File: src/rtl/core/grm_ram.sv
// Generic single-write, single-read RAM with registered read data.
`default_nettype none
module grm_ram #(
	parameter int WIDTH = 8,
	parameter int DEPTH = 4
) (
	input  wire logic                     clk,
	input  wire logic                     we,
	input  wire logic [$clog2(DEPTH)-1:0] waddr,
	input  wire logic [WIDTH-1:0]         wdata,
	input  wire logic [$clog2(DEPTH)-1:0] raddr,
	output logic      [WIDTH-1:0]         rdata
);

	logic [WIDTH-1:0] mem [DEPTH];

	always_ff @(posedge clk) begin
		if (we) begin
			mem[waddr] <= wdata;
		end
		rdata <= mem[raddr];
	end

endmodule
`default_nettype wire

File: config.mk
export PLATFORM = sky130hd
export DESIGN_NAME = grm_ram
export DESIGN_NICKNAME = d
export VERILOG_FILES = /design/src/rtl/core/grm_ram.sv
export SDC_FILE = /design/constraint.sdc
export NUM_CORES = 1
export LEC_CHECK = 0
export BUFFER_PORTS_ARGS = -buffer_cell sky130_fd_sc_hd__buf_2
export CAP_MARGIN = 25
export CELL_PAD_IN_SITES_DETAIL_PLACEMENT = 1
export CELL_PAD_IN_SITES_GLOBAL_PLACEMENT = 1
export CORE_MARGIN = 3
export CORE_UTILIZATION = 35
export CTS_CLUSTER_DIAMETER = 40
export DETAILED_ROUTE_END_ITERATION = 10
export PLACE_DENSITY = 0.61
export SETUP_SLACK_MARGIN = 0.2
export SLEW_MARGIN = 20
export SYNTH_ARGS = -nofsm -noshare
export SYNTH_HDL_FRONTEND = slang
export SYNTH_SLANG_ARGS = --single-unit
File: constraint.sdc
create_clock -name clk -period 2.9 [get_ports clk]
set_input_delay 0.87 -clock clk [delete_from_list [all_inputs] [get_ports clk]]
set_output_delay 0.87 -clock clk [all_outputs]
set_load 0.005 [all_outputs]
==> run summary <==
Initial Util - 0.383
Slew @ Worst Pin - 429 ps
wire length per cell - 16.3 um
post-synthesis async set-or-reset flop share - 0
Critical path buffers and inverters - 1
htree depth - 2
total setup buffers inserted after CTS - 0
pwr dens - 670 mW/mm2
Ys Warns - 0
P_leak - 0.567 nW
Vias per Instance - 4.72
fin nets - 95
clock-pin transition on the worst setup and hold timing paths - 80 ps
status - complete, no violations
Die H - 68.1 um
Sinks on Clock Net - 40
Rel. slew slack - 0.714
vias - 604
Synth top cells by count - edfxtp_1, dfxtp_1, mux4_2, and3b_1
syn_area_per_cell - 25.0 um2
EDFF count, synth - 32
Die Area - 0.00463 mm2
Antenna Cells - 0
Distinct cells, synth - 8
count leader, synth - edfxtp_1
VDD IR max - 0.333 mV
initial detailed-routing violation count - 28
share of cells above drive strength 1 - 0.451
total grt overflow - 0
Root Buffer - clkbuf_8
maxcap violations - 0
CP required - 2030 ps
global-route wire length before repair - 3.41 mm
Routed Antenna Nets - 0
Critical Path Start Type - register
vias in the first global route - 654
max-slew violations - 0
clock skew - 5.31 ps
core box area - 0.00352 mm2
RSZ-0062 raised after global routing - false
Post-Syn Area - 0.00135 mm2
Worst Setup End Kind - primary output
GRT Util Overall - 0.110
#FFs+latches synth - 40
Hold Fails Final Rpt - 0
Post-CTS Hold Fix Bufs - 0
cts bufs inserted - 5
crit path max fanout - 1
Die W - 68.1 um
slowest stage delay, CP - 300 ps
Area Overhead vs Synth - 17.5%
Tmin final - 1570 ps
CP cell instances - buf_2
commonest register cell after synthesis - edfxtp_1
Seq/Total Area, Yosys - 0.831
Synth area leader - edfxtp_1
worst-case clock buffer depth - 2
fmax - 0.637 GHz
Synthesized Nets - 68
Synth top area share - 0.712
Post-CTS Resized - 0
cell row count - 21
Crit path max-delay family - flip-flops
CTS tree - yes
Tcrit/Tclk final - 0.541
initial antenna violation count - 0
Synth area leaders - edfxtp_1, mux4_2, dfxtp_1, and3b_1, buf_6
worst-skew pair later-pin latency - 280 ps
IO Port Bufs - 21
HP Class - reg -> reg
drt first pass iters - 4
DP Wirelength - 1.43 mm
Syn Inst Count - 54
Residual DRC - 0
I/O pin count - 22
GP Congestion - 0.620
slowest stage cell, crit path - dfxtp_1
# setup viols final - 0
critical setup path kind - reg -> out
WP data arrival - 700 ps
largest net degree at the start of global routing - 13
final core occ - 0.450
Fin Hold WS - 557 ps
setup TNS - 0 ps
final WL - 2.09 mm
-- power by group --
group / switching [mW] / total (mW) / internal (mW)
Sequential: 0.00689 / 0.661 / 0.654
Clock: 0.179 / 0.342 / 0.163
Combinational: 0.0276 / 0.0592 / 0.0316
Total: 0.214 / 1.06 / 0.848
-- layout make-up --
type | instances | area, um2
multi-input combinational | 12 | 211
clock inverter | 3 | 13.8
sequential | 40 | 1120
timing repair buffer | 22 | 113
fill | 347 | 1940
tap | 46 | 57.6
clock buffer | 5 | 68.8
-- layout by cell type, fill, tap and decap left out, drive strengths merged --
| cell type | count |
|---|---|
| clkbuf | 5 |
| dfxtp | 8 |
| clkinv | 3 |
| and3 | 1 |
| edfxtp | 32 |
| mux4 | 8 |
| buf | 22 |
| nor3b | 1 |
| and3b | 2 |
-- metrics by stage --
stage | setup slack [ps] | instance area, um2 | cells | power (mW)
3_3_place_gp | 1030 | 1500 | 120 | 0.733
3_5_place_dp | 1020 | 1500 | 120 | 0.737
2_1_floorplan | 966 | 1350 | 54 | 0.704
5_1_grt | 1280 | 1590 | 128 | 1.12
4_1_cts | 1310 | 1590 | 128 | 1.08
6_report | 1330 | 1590 | 128 | 1.06
-- flip-flops by register name (all words and copies together) (netlist names) --
| register | count |
|---|---|
| mem | 32 |
| rdata | 8 |
-- routing by layer --
layer	track usage	vias up	share of wire
li1	-	274	-
met1	0.136	306	0.42
met2	0.166	22	0.50
met3	0.0558	2	0.078
met4	0.0372	0	0.0043
met5	0	-	0
-- kinds of logic (layout without fill, tap and decap cells) --
logic type,count (synthesis),in the layout,share of synthesized area
mux,8,8,0.134
simple gates,4,4,0.0232
buf+inv,2,30,0.0121
flops,40,40,0.831
-- worst paths after layout --
kind / start / end / slack (ps) / cells after the start
setup / recovery: rdata[4]$_DFF_P_ / rdata[4] / 1330 / 1
hold / removal: mem[3][3]$_DFFE_PP_ / rdata[3]$_DFF_P_ / 560 / 1
setup reg to reg: mem[3][5]$_DFFE_PP_ / rdata[5]$_DFF_P_ / 1930 / 1
hold reg to reg: mem[3][3]$_DFFE_PP_ / rdata[3]$_DFF_P_ / 560 / 1
(Power assumes the default switching activity.)
